[config.mk]
export PLATFORM = sky130hd
export DESIGN_NAME = lagrange_metric_reduction_core
export DESIGN_NICKNAME = d
export VERILOG_FILES = /design/src/rtl/lmr_pkg.sv /design/src/rtl/lmr_datapath.sv /design/src/rtl/lagrange_metric_reduction_core.sv
export SDC_FILE = /design/constraint.sdc
export NUM_CORES = 1
export LEC_CHECK = 0
export ABC_AREA = 1
export BUFFER_PORTS_ARGS = -buffer_cell sky130_fd_sc_hd__clkbuf_2
export CORE_AREA = 2 2 282 256
export CTS_CLUSTER_SIZE = 30
export DETAILED_ROUTE_END_ITERATION = 12
export DIE_AREA = 0 0 284 258
export PLACE_DENSITY = 0.6
export SLEW_MARGIN = 40
export SYNTH_ARGS = -nofsm -noshare
export SYNTH_HDL_FRONTEND = slang
export SYNTH_SLANG_ARGS = --single-unit
export TNS_END_PERCENT = 50
[constraint.sdc]
create_clock -name clk -period 12.43 [get_ports clk]
set_input_delay 0.6215 -clock clk [delete_from_list [all_inputs] [get_ports clk]]
set_output_delay 0.6215 -clock clk [all_outputs]
set_load 0.05 [all_outputs]
[src/rtl/lmr_pkg.sv]
// ----------------------------------------------------------------------------
// lmr_pkg: shared types, microcode and saturation helpers
// Holds the control word format, the sequencer program and the arithmetic
// helpers used by the metric reduction datapath.
// ----------------------------------------------------------------------------
package lmr_pkg;

	localparam int unsigned STEP_W = 3;

	typedef logic [STEP_W-1:0] step_t;

	// datapath operations
	typedef enum logic [2:0] {
		OP_LOAD    = 3'd0,
		OP_CHECK   = 3'd1,
		OP_NEG     = 3'd2,
		OP_SWAP    = 3'd3,
		OP_SHEAR_A = 3'd4,
		OP_SHEAR_B = 3'd5,
		OP_PASS    = 3'd6,
		OP_EMIT    = 3'd7
	} op_t;

	// jump conditions
	typedef enum logic [2:0] {
		COND_NONE     = 3'd0,
		COND_ALWAYS   = 3'd1,
		COND_NO_IN    = 3'd2,
		COND_EXIT     = 3'd3,
		COND_NO_SHEAR = 3'd4,
		COND_OUT_FULL = 3'd5
	} cond_t;

	typedef struct packed {
		op_t   op;
		cond_t cond;
		step_t target;
	} ucode_t;

	// control from sequencer to datapath
	typedef struct packed {
		op_t  op;
		logic en;
	} dp_ctrl_t;

	// status from datapath to sequencer
	typedef struct packed {
		logic reduced;
		logic shear_due;
	} dp_stat_t;

	localparam step_t STEP_IDLE    = 3'd0;
	localparam step_t STEP_CHECK   = 3'd1;
	localparam step_t STEP_NEG     = 3'd2;
	localparam step_t STEP_SWAP    = 3'd3;
	localparam step_t STEP_SHEAR_A = 3'd4;
	localparam step_t STEP_SHEAR_B = 3'd5;
	localparam step_t STEP_PASS    = 3'd6;
	localparam step_t STEP_EMIT    = 3'd7;

	localparam logic signed [31:0] C_MAX = 32'sh7FFF_FFFF;
	localparam logic signed [31:0] C_MIN = 32'sh8000_0000;
	localparam logic signed [15:0] M_MAX = 16'sh7FFF;
	localparam logic signed [15:0] M_MIN = 16'sh8000;
	localparam logic signed [15:0] M_ONE = 16'sd1;
	localparam logic signed [15:0] M_ZERO = 16'sd0;

	// sequencer program; falling through from the last step wraps to idle
	function automatic ucode_t ucode_rom(input step_t s);
		ucode_t w;
		unique case (s)
			STEP_IDLE:    w = '{op: OP_LOAD,    cond: COND_NO_IN,    target: STEP_IDLE};
			STEP_CHECK:   w = '{op: OP_CHECK,   cond: COND_EXIT,     target: STEP_EMIT};
			STEP_NEG:     w = '{op: OP_NEG,     cond: COND_NONE,     target: STEP_IDLE};
			STEP_SWAP:    w = '{op: OP_SWAP,    cond: COND_NONE,     target: STEP_IDLE};
			STEP_SHEAR_A: w = '{op: OP_SHEAR_A, cond: COND_NO_SHEAR, target: STEP_PASS};
			STEP_SHEAR_B: w = '{op: OP_SHEAR_B, cond: COND_NONE,     target: STEP_IDLE};
			STEP_PASS:    w = '{op: OP_PASS,    cond: COND_ALWAYS,   target: STEP_CHECK};
			STEP_EMIT:    w = '{op: OP_EMIT,    cond: COND_OUT_FULL, target: STEP_EMIT};
			default:      w = '{op: OP_LOAD,    cond: COND_NONE,     target: STEP_IDLE};
		endcase
		return w;
	endfunction

	// clamp a wide exact value to the signed 32-bit range
	function automatic logic signed [31:0] sat32(input logic signed [35:0] v);
		logic signed [31:0] r;
		if (v > 36'sh0_7FFF_FFFF)
			r = C_MAX;
		else if (v < -36'sh0_8000_0000)
			r = C_MIN;
		else
			r = v[31:0];
		return r;
	endfunction

	// clamp to the signed 16-bit range
	function automatic logic signed [15:0] sat16(input logic signed [16:0] v);
		logic signed [15:0] r;
		if (v > 17'sh0_7FFF)
			r = M_MAX;
		else if (v < -17'sh0_8000)
			r = M_MIN;
		else
			r = v[15:0];
		return r;
	endfunction

endpackage

[src/rtl/lmr_datapath.sv]
// ----------------------------------------------------------------------------
// lmr_datapath: metric entries, transform matrix and shear count
// Plain register datapath; one operation per cycle while enabled, as chosen
// by the sequencer's control word.
// ----------------------------------------------------------------------------
module lmr_datapath (
	input  logic                    clk,
	input  logic                    arst_n,
	input  lmr_pkg::dp_ctrl_t       ctrl,
	input  logic signed [31:0]      c11_in,
	input  logic signed [31:0]      c22_in,
	input  logic signed [31:0]      c12_in,
	output lmr_pkg::dp_stat_t       stat,
	output logic signed [31:0]      a,
	output logic signed [31:0]      b,
	output logic signed [31:0]      c,
	output logic signed [15:0]      m00,
	output logic signed [15:0]      m01,
	output logic signed [15:0]      m10,
	output logic signed [15:0]      m11,
	output logic [7:0]              shears
);

	logic signed [31:0] a_q, b_q, c_q;
	logic signed [15:0] m00_q, m01_q, m10_q, m11_q;
	logic [7:0]         shears_q;
	logic signed [34:0] t_q;

	logic signed [32:0] c2;
	logic signed [31:0] c_neg;
	logic signed [34:0] t_next;
	logic signed [35:0] b_sum;
	logic signed [32:0] c_diff;

	// domain tests on the current entries
	assign c2 = {c_q, 1'b0};
	assign stat.reduced   = !c_q[31] && (b_q >= a_q) && (c2 <= 33'(a_q));
	assign stat.shear_due = c2 > 33'(a_q);

	// negation of the off-diagonal entry, most negative maps to most positive
	assign c_neg = (c_q == lmr_pkg::C_MIN) ? lmr_pkg::C_MAX : -c_q;

	// shear arithmetic split over two steps: b - 2c, then + a
	assign t_next = 35'(b_q) - 35'(c2);
	assign b_sum  = 36'(t_q) + 36'(a_q);
	assign c_diff = 33'(c_q) - 33'(a_q);

	// register updates per operation
	always_ff @(posedge clk or negedge arst_n) begin
		if (!arst_n) begin
			a_q      <= '0;
			b_q      <= '0;
			c_q      <= '0;
			m00_q    <= lmr_pkg::M_ONE;
			m01_q    <= lmr_pkg::M_ZERO;
			m10_q    <= lmr_pkg::M_ZERO;
			m11_q    <= lmr_pkg::M_ONE;
			t_q      <= '0;
			shears_q <= '0;
		end else if (ctrl.en) begin
			unique case (ctrl.op)
				lmr_pkg::OP_LOAD: begin
					a_q      <= c11_in;
					b_q      <= c22_in;
					c_q      <= c12_in;
					m00_q    <= lmr_pkg::M_ONE;
					m01_q    <= lmr_pkg::M_ZERO;
					m10_q    <= lmr_pkg::M_ZERO;
					m11_q    <= lmr_pkg::M_ONE;
					shears_q <= '0;
				end
				lmr_pkg::OP_NEG: begin
					if (c_q[31]) begin
						c_q   <= c_neg;
						m01_q <= lmr_pkg::sat16(-17'(m01_q));
						m11_q <= lmr_pkg::sat16(-17'(m11_q));
					end
				end
				lmr_pkg::OP_SWAP: begin
					if (b_q < a_q) begin
						a_q   <= b_q;
						b_q   <= a_q;
						m00_q <= m01_q;
						m01_q <= m00_q;
						m10_q <= m11_q;
						m11_q <= m10_q;
					end
				end
				lmr_pkg::OP_SHEAR_A: begin
					t_q <= t_next;
				end
				lmr_pkg::OP_SHEAR_B: begin
					b_q   <= lmr_pkg::sat32(b_sum);
					c_q   <= lmr_pkg::sat32(36'(c_diff));
					m01_q <= lmr_pkg::sat16(17'(m01_q) - 17'(m00_q));
					m11_q <= lmr_pkg::sat16(17'(m11_q) - 17'(m10_q));
					if (shears_q != 8'hFF)
						shears_q <= shears_q + 8'd1;
				end
				lmr_pkg::OP_CHECK, lmr_pkg::OP_PASS, lmr_pkg::OP_EMIT: begin
				end
				default: begin
				end
			endcase
		end
	end

	assign a      = a_q;
	assign b      = b_q;
	assign c      = c_q;
	assign m00    = m00_q;
	assign m01    = m01_q;
	assign m10    = m10_q;
	assign m11    = m11_q;
	assign shears = shears_q;

endmodule

[src/rtl/lagrange_metric_reduction_core.sv]
// ----------------------------------------------------------------------------
// lagrange_metric_reduction_core: Lagrange reduction of a 2x2 metric
// Microcoded sequencer around a small add/compare datapath; reduces a
// symmetric Q16.16 metric to its fundamental domain with transform matrix.
// ----------------------------------------------------------------------------
// One item is in work at a time. The pass count is data dependent and capped
// by the smaller of the configured limit (limit_q) and MAX_LIMIT. The 8-step
// microcode program runs one step per cycle, holding in idle while no item
// is taken and in emit while the output is full, through a single shared
// adder datapath. The result sits in an output register, so the next item
// is taken while it waits to be collected.
module lagrange_metric_reduction_core #(
	parameter int unsigned MAX_LIMIT = 255
) (
	input  logic               clk,
	input  logic               arst_n,
	input  logic               cfg_we,
	input  logic [7:0]         cfg_data,
	input  logic               in_valid,
	output logic               in_stall,
	input  logic signed [31:0] c11_in,
	input  logic signed [31:0] c22_in,
	input  logic signed [31:0] c12_in,
	output logic               out_valid,
	input  logic               out_stall,
	output logic signed [31:0] c11_out,
	output logic signed [31:0] c22_out,
	output logic signed [31:0] c12_out,
	output logic signed [15:0] m_top_left,
	output logic signed [15:0] m_top_right,
	output logic signed [15:0] m_bottom_left,
	output logic signed [15:0] m_bottom_right,
	output logic [7:0]         shear_count,
	output logic               shear_seen,
	output logic               limit_reached
);

	localparam int unsigned PASS_W = $clog2(MAX_LIMIT + 1);
	localparam int unsigned CMP_W  = (PASS_W > 8) ? PASS_W : 8;

	logic [7:0]           limit_q;
	logic [PASS_W-1:0]    pass_q;
	lmr_pkg::step_t       step_q;
	lmr_pkg::ucode_t      uw;
	lmr_pkg::dp_ctrl_t    ctrl;
	lmr_pkg::dp_stat_t    stat;
	logic                 in_acc;
	logic                 out_full;
	logic                 exit_now;
	logic                 jump;
	logic [CMP_W-1:0]     limit_eff;

	logic signed [31:0] a, b, c;
	logic signed [15:0] m00, m01, m10, m11;
	logic [7:0]         shears;

	// configuration register
	always_ff @(posedge clk or negedge arst_n) begin
		if (!arst_n)
			limit_q <= 8'd64;
		else if (cfg_we)
			limit_q <= cfg_data;
	end

	// limit in use is the smaller of the register and the parameter
	assign limit_eff = (CMP_W'(limit_q) > CMP_W'(MAX_LIMIT)) ? CMP_W'(MAX_LIMIT)
	                                                         : CMP_W'(limit_q);

	// current control word
	assign uw       = lmr_pkg::ucode_rom(step_q);
	assign in_stall = (uw.op != lmr_pkg::OP_LOAD);
	assign in_acc   = in_valid && !in_stall;
	assign out_full = out_valid && out_stall;
	assign exit_now = stat.reduced || (CMP_W'(pass_q) >= limit_eff);

	// jump condition select
	always_comb begin
		unique case (uw.cond)
			lmr_pkg::COND_NONE:     jump = 1'b0;
			lmr_pkg::COND_ALWAYS:   jump = 1'b1;
			lmr_pkg::COND_NO_IN:    jump = !in_acc;
			lmr_pkg::COND_EXIT:     jump = exit_now;
			lmr_pkg::COND_NO_SHEAR: jump = !stat.shear_due;
			lmr_pkg::COND_OUT_FULL: jump = out_full;
			default:                jump = 1'b0;
		endcase
	end

	// step counter
	always_ff @(posedge clk or negedge arst_n) begin
		if (!arst_n)
			step_q <= lmr_pkg::STEP_IDLE;
		else if (jump)
			step_q <= uw.target;
		else
			step_q <= step_q + lmr_pkg::step_t'(1);
	end

	// pass counter
	always_ff @(posedge clk or negedge arst_n) begin
		if (!arst_n)
			pass_q <= '0;
		else if (in_acc)
			pass_q <= '0;
		else if (uw.op == lmr_pkg::OP_PASS)
			pass_q <= pass_q + PASS_W'(1);
	end

	// datapath enable: load only when an item is taken
	assign ctrl.op = uw.op;
	assign ctrl.en = (uw.op != lmr_pkg::OP_LOAD) || in_acc;

	lmr_datapath u_dp (
		.clk    (clk),
		.arst_n (arst_n),
		.ctrl   (ctrl),
		.c11_in (c11_in),
		.c22_in (c22_in),
		.c12_in (c12_in),
		.stat   (stat),
		.a      (a),
		.b      (b),
		.c      (c),
		.m00    (m00),
		.m01    (m01),
		.m10    (m10),
		.m11    (m11),
		.shears (shears)
	);

	// output valid
	always_ff @(posedge clk or negedge arst_n) begin
		if (!arst_n)
			out_valid <= 1'b0;
		else if (uw.op == lmr_pkg::OP_EMIT && !out_full)
			out_valid <= 1'b1;
		else if (!out_stall)
			out_valid <= 1'b0;
	end

	// output payload register
	always_ff @(posedge clk) begin
		if (uw.op == lmr_pkg::OP_EMIT && !out_full) begin
			c11_out        <= a;
			c22_out        <= b;
			c12_out        <= c;
			m_top_left     <= m00;
			m_top_right    <= m01;
			m_bottom_left  <= m10;
			m_bottom_right <= m11;
			shear_count    <= shears;
			shear_seen     <= (shears != 8'd0);
			limit_reached  <= !stat.reduced;
		end
	end

endmodule
; Word-level counts from Yosys, hierarchy flattened
; Memory sizes are Yosys's and may differ from the RTL's.
; Index checks and enable logic that the tools add are counted.
; W data, S select, Z words.
[word_totals]
word_cells = 138
memories = 1
inputBits = 109
reg_bits = 392
rom_bits = 72
[mem_list]
columns = memory, depth, width, read_ports, rd_clocked_by_memory_dff, wr, line_no
row1 = (name not given), 8, 9, 1, 0, 0, lmr_pkg.sv:71  ; unique case (s)
[classes]
n_addsub = 11
mux = 38
reduce_logical = 29
order_cmp = 18
eq_ne = 17
[op_table]
columns = operator, count
row1 = $mux W32, 8
row2 = $mux W16, 14
row3 = $pmux W32 S3, 2
row4 = $pmux W16 S4, 2
row5 = $gt A17 B16 Y1 const B, 4
row6 = $lt A17 B16 Y1 const B, 4
row7 = $pmux W16 S2, 2
row8 = $pmux W32 S2, 1
row9 = $gt A36 B32 Y1 const B, 1
row10 = $lt A36 B32 Y1 const B, 1
row11 = $add A34 B32 Y35, 1
row12 = $neg A16 Y17, 2
row13 = $sub A16 B16 Y17, 2
row14 = $sub A32 B33 Y34, 1
row15 = $gt A33 B32 Y1, 1
row16 = $gt A33 B32 Y1 const B, 1
row17 = $le A33 B32 Y1, 1
row18 = $lt A33 B32 Y1 const B, 1
row19 = $sub A32 B32 Y33, 1
row20 = $eq A32 B32 Y1 const B, 1
row21 = $ge A32 B32 Y1, 1
row22 = $lt A32 B32 Y1, 1
row23 = $mux W8, 4
row24 = $neg A32 Y32, 1
row25 = 24 further kinds, 55

; Logic depth before layout (Yosys ltp)
; An unclocked memory read counts as a cell.
[depth]
depth_word = 7
depth_mapped = 22
mapped_depth_nobuf = 22

; Hierarchy
; A second synthesis with hierarchy kept.
[unflattened]
cells_unflattened = 3779
area_unflattened_um2 = 28208.3
[modules_own_cells]
columns = module, area_per_inst_um2, instances, seq_area_each_um2, cells_per_inst
row1 = lmr_datapath, 21839.7, 1, 5057.4, 3446
row2 = lagrange_metric_reduction_core, 6368.6, 1, 5606.6, 333

; Least setup slack after synthesis
; No wires, ideal clock.
[synth_path]
path_type = reg-to-reg
start = reg step_q[1]
end = reg c11_out[0] (enable)
stages_incl_launch_ff = 5
path_slack_ns = 2.707
setup_time_ns = 0.756
t_arrival_ns = 8.967
synth_period_minus_slack_ns = 9.723
required_ns = 11.674
path_cell_list = dfrtp_1 > ha_1 > ha_1 > inv_1 > a21oi_1
[synth_between]
elab_chain_cells = 3
[synth_lines]
columns = element, line_no
row1 = "start, declared", lagrange_metric_reduction_core.sv:43  ; lmr_pkg::step_t step_q;
row2 = "start signal, assigned", lagrange_metric_reduction_core.sv:92  ; step_q <= lmr_pkg::STEP_IDLE;
row3 = "start signal, assigned", lagrange_metric_reduction_core.sv:94  ; step_q <= uw.target;
row4 = "start signal, assigned", lagrange_metric_reduction_core.sv:96  ; step_q <= step_q + lmr_pkg::step_t'(1);
row5 = $mem_v2 Z8 W9, n/a
row6 = $eq A3 B3 Y1, lagrange_metric_reduction_core.sv:143  ; if (uw.op == lmr_pkg::OP_EMIT && !out_full) begin
row7 = $logic_and A1 B1 Y1, lagrange_metric_reduction_core.sv:143
row8 = "end signal, assigned", lagrange_metric_reduction_core.sv:144  ; c11_out <= a;
row9 = "end, declared", lagrange_metric_reduction_core.sv:26  ; output logic signed [31:0] c11_out,
; No other way between the ends.
; A chain may end at the register's enable or synchronous reset.

; Final worst setup path
[layout_path]
start = reg step_q[1]
end = reg u_dp.b_q[28], in the netlist u_dp.b[28]
[layout_between]
elab_chain_cells = 6
elab_cells_between_ends = 12
[layout_lines]
columns = element, line_no
row1 = $mem_v2 Z8 W9 *, n/a
row2 = $reduce_bool A3 Y1, "lagrange_metric_reduction_core.sv:71, lagrange_metric_reduction_core.sv:111"
row3 = $logic_not A1 Y1, lagrange_metric_reduction_core.sv:72  ; assign in_acc = in_valid && !in_stall;
row4 = $logic_and A1 B1 Y1, lagrange_metric_reduction_core.sv:72
row5 = $logic_or A1 B1 Y1, lagrange_metric_reduction_core.sv:111  ; assign ctrl.en = (uw.op != lmr_pkg::OP_LOAD) || in_acc;
row6 = $reduce_and A3 Y1 (no line), n/a
row7 = "end signal, assigned", lmr_datapath.sv:64  ; b_q <= c22_in;
row8 = "end signal, assigned", lmr_datapath.sv:82  ; b_q <= a_q;
row9 = "end signal, assigned", lmr_datapath.sv:93  ; b_q <= lmr_pkg::sat32(b_sum);
row10 = "end, declared", lmr_datapath.sv:24  ; logic signed [31:0] a_q, b_q, c_q;
; Every way passes the cells marked *; elsewhere a longest branch is shown, timed or not.

==> results.sh <==
export IMPL_status="finished clean"
export IMPL_worst_slack_ns=8.519
export IMPL_relSlewSlack_pct=41.67
export IMPL_die_x_um=284
export IMPL_die_area_mm2=0.07327
export IMPL_grt_max_degree=124
export IMPL_wl_per_cell_um=20.15
export IMPL_synth_top_area_cell="dfrtp_1"
export IMPL_seq_area_mm2=0.01066
export IMPL_place_congestion=0.9592
export IMPL_pre_cts_slack_ns=8.500
export IMPL_die_height_um=258
export IMPL_fin_nets=4246
export IMPL_critPathKind="flop to flop"
export IMPL_grt_usage_pct=26.42
export IMPL_h_tree_depth=2
export IMPL_final_max_slew_viol_count=0
export IMPL_initial_core_util_pct=39.33
export IMPL_startpoint_type="flop"
export IMPL_core_area_mm2=0.07075
export IMPL_globalRoute_totalOverflow=0
export IMPL_setup_viol=0
export IMPL_area_growth_pct=14.15
export IMPL_row_count=93
export IMPL_synthArstFlopShare_pct=56.63
export IMPL_hold_viol=0
export IMPL_end_kind="flop"
export IMPL_fillCellCount=7317
export IMPL_finalSetupTns_ns=0
export IMPL_grt_pass1_vias=25020
export IMPL_wirelength_mm=98.89
export IMPL_finalCritPeriodShare_pct=31.47
export IMPL_drcViolationCount=0
export IMPL_via_count=26160
export IMPL_avgSynthCellArea_um2=7.607
export IMPL_period_needed_ns=3.911
export IMPL_synth_area_leaders="dfrtp_1 (20%), edfxtp_1 (18%), nand2_1 (13%), ha_1 (9.7%), inv_1 (6.0%)"
export IMPL_yosys_warnings=0
export IMPL_required_ns=12.94
export IMPL_multi_input_area_mm2=0.01494
export IMPL_grt_pass1_wl_mm=149.2
export IMPL_placed_cell_area_mm2=0.03016
export IMPL_drive_above_1_share_pct=12.92
export IMPL_fin_util_pct=44.90
export IMPL_cts_made_buffers=46
export IMPL_drt_iter0_markers=2497
export IMPL_antenna_left=0
export IMPL_yosysSeqAreaShare_pct=38.32
export IMPL_maxCapViolations=0
export IMPL_worst_pin_slew_ns=0.8740
export IMPL_rsz0062_at_grt="false"
export IMPL_crit_fanout=77
export IMPL_clock_skew_ns=0.02077
export IMPL_postCtsSetupBuffers=0
export IMPL_cp_data_arrival_time_ns=4.42
export IMPL_cts_tree="built"
export IMPL_fin_area_mm2=0.03177
export IMPL_cts_sinks=392
export IMPL_synthFlopType="dfrtp_1"
export IMPL_clock_root_buffer="clkbuf_16"
export IMPL_synth_nets=3987
export IMPL_clk_latency_ns=0.59
export IMPL_fmaxAchievable_mhz=255.7
export IMPL_hpwl_mm=76.43
export IMPL_drt_first_pass_iters=6
export IMPL_clk_pin_slew_ns=0.06
export IMPL_vias_per_cell=5.331
export IMPL_hp_class="input port to flop"
export IMPL_yosysTopAreaCellShare_pct=19.69
export IMPL_antenna_found_initial=3
export IMPL_io_buffers=280
export IMPL_pin_count=281
export IMPL_synth_edf_count=170
export IMPL_clock_path_buffers=3
export IMPL_netlist_instances=3658
export IMPL_synth_seq_cells=392
export IMPL_netlist_area_mm2=0.02783
export IMPL_synth_cell_type_count=66
[layout by cell type, fill, tap and decap left out, types with 12 or more instances in the layout]
master / synthesis / final
nand2_1: 956 / 956
inv_1: 446 / 445
nor2_1: 343 / 341
clkbuf_2: 0 / 279
a21oi_1: 260 / 258
dfrtp_1: 219 / 219
ha_1: 215 / 214
nand3_1: 210 / 210
o21ai_0: 173 / 173
edfxtp_1: 170 / 170
xor2_1: 71 / 71
o21ai_1: 66 / 66
nand4_1: 49 / 49
clkbuf_16: 0 / 49
nor3_1: 42 / 42
xnor2_1: 39 / 39
o211ai_1: 28 / 28
nand2_2: 23 / 23
inv_2: 21 / 22
nor2_2: 21 / 22
a21o_1: 21 / 21
a31oi_1: 20 / 20
a22oi_1: 20 / 20
o21bai_1: 16 / 16
nand3_2: 17 / 16
clkbuf_1: 33 / 15
or2_2: 12 / 12
[synth_stat cells, types with 20 or more instances]
cell type  instances
ha_1             215
buf_2             26
o21ai_1           66
a21o_1            21
o21ai_0          173
inv_1            446
clkbuf_1          33
nand4_1           49
a31oi_1           20
edfxtp_1         170
xnor2_1           39
inv_2             21
nand2_2           23
xor2_1            71
nand3_1          210
nor3_1            42
nor2_2            21
a21oi_1          260
dfrtp_1          219
nand2_1          956
nor2_1           343
o211ai_1          28
a22oi_1           20
[layout make-up]
type,count,area share [%]
antenna,2,0.01576
clock buffer,69,4.254
clock inverter,17,0.5317
inverter,470,5.562
multi-input combinational,2709,47.03
sequential,392,33.57
tap,950,3.742
timing repair buffer,298,5.294
[stage by stage]
step	hold slack [ns]	std cells
4_1_cts	0.1061	4902
6_report	0.2401	4907
5_1_grt	0.2474	4907
2_1_floorplan	0.3259	3658
3_3_place_gp	0.4283	4813
3_5_place_dp	0.4333	4816
[sequential cells by signal, summed over array words and instances, names as in the netlist, 3 cells and up]
register and cells:
u_dp.t_q 34, c11_out 32, c12_out 32, c22_out 32, u_dp.a 32, u_dp.b 32, u_dp.c 32, m_bottom_left 16
m_bottom_right 16, m_top_left 16, m_top_right 16, u_dp.m00 16, u_dp.m01 16, u_dp.m10 16, u_dp.m11 16, limit_q 8
pass_q 8, shear_count 8, u_dp.shears 8, step_q 3
[worst max-delay path, cell delays in order (launching register included)]
cell	delay, ns
dfrtp_1	0.47
ha_1	0.26
ha_4	0.55
buf_6	0.60
clkinv_1	0.84
buf_4	0.53
o21ai_0	0.25
nor2_1	0.07
a21oi_1	0.16
[per-layer routing]
layer / vias to the layer above / share of wire, % / track usage [%]
li1: 12680 / - / -
met3: 162 / 7.2 / 3.746
met4: 2 / 3.4 / 8.582
met2: 904 / 44 / 41.04
met1: 12410 / 46 / 37.89
met5: - / 0.016 / 0
[final timing paths]
kind	start	slack, ns	cells after the start	to
hold reg to reg	u_dp.m10[10]	0.44	0	m_bottom_left[10]
max in group asynchronous	arst_n	10.77	4	u_dp.b[28]
hold / removal	cfg_data[4]	0.24	3	limit_q[4]
min in group asynchronous	arst_n	0.51	2	u_dp.m01[12]
setup / recovery	step_q[1]	8.52	8	u_dp.b[28]
setup reg to reg	step_q[1]	8.52	8	u_dp.b[28]
[kinds of logic after synthesis]
family,count (synthesis),share of synthesized area [%]
AOI/OAI and AO/OA,658,13.39
and+or+nand+nor,1720,26.61
muxes,1,0.04046
xor gates and xnor gates,110,3.462
DFF,392,38.32
adders and majority gates,220,10.03
buffers and inverters,557,8.152
[repair_timing]
| item | in CTS | in global routing |
|---|---|---|
| resized for setup | 0 | 0 |
| hold endpoints to repair | 0 | 36 |
| hold buffers | 0 | 1 |
Power is not shown: default switching activity piles up to over one toggle a cycle in this logic, so the estimate is an artifact.
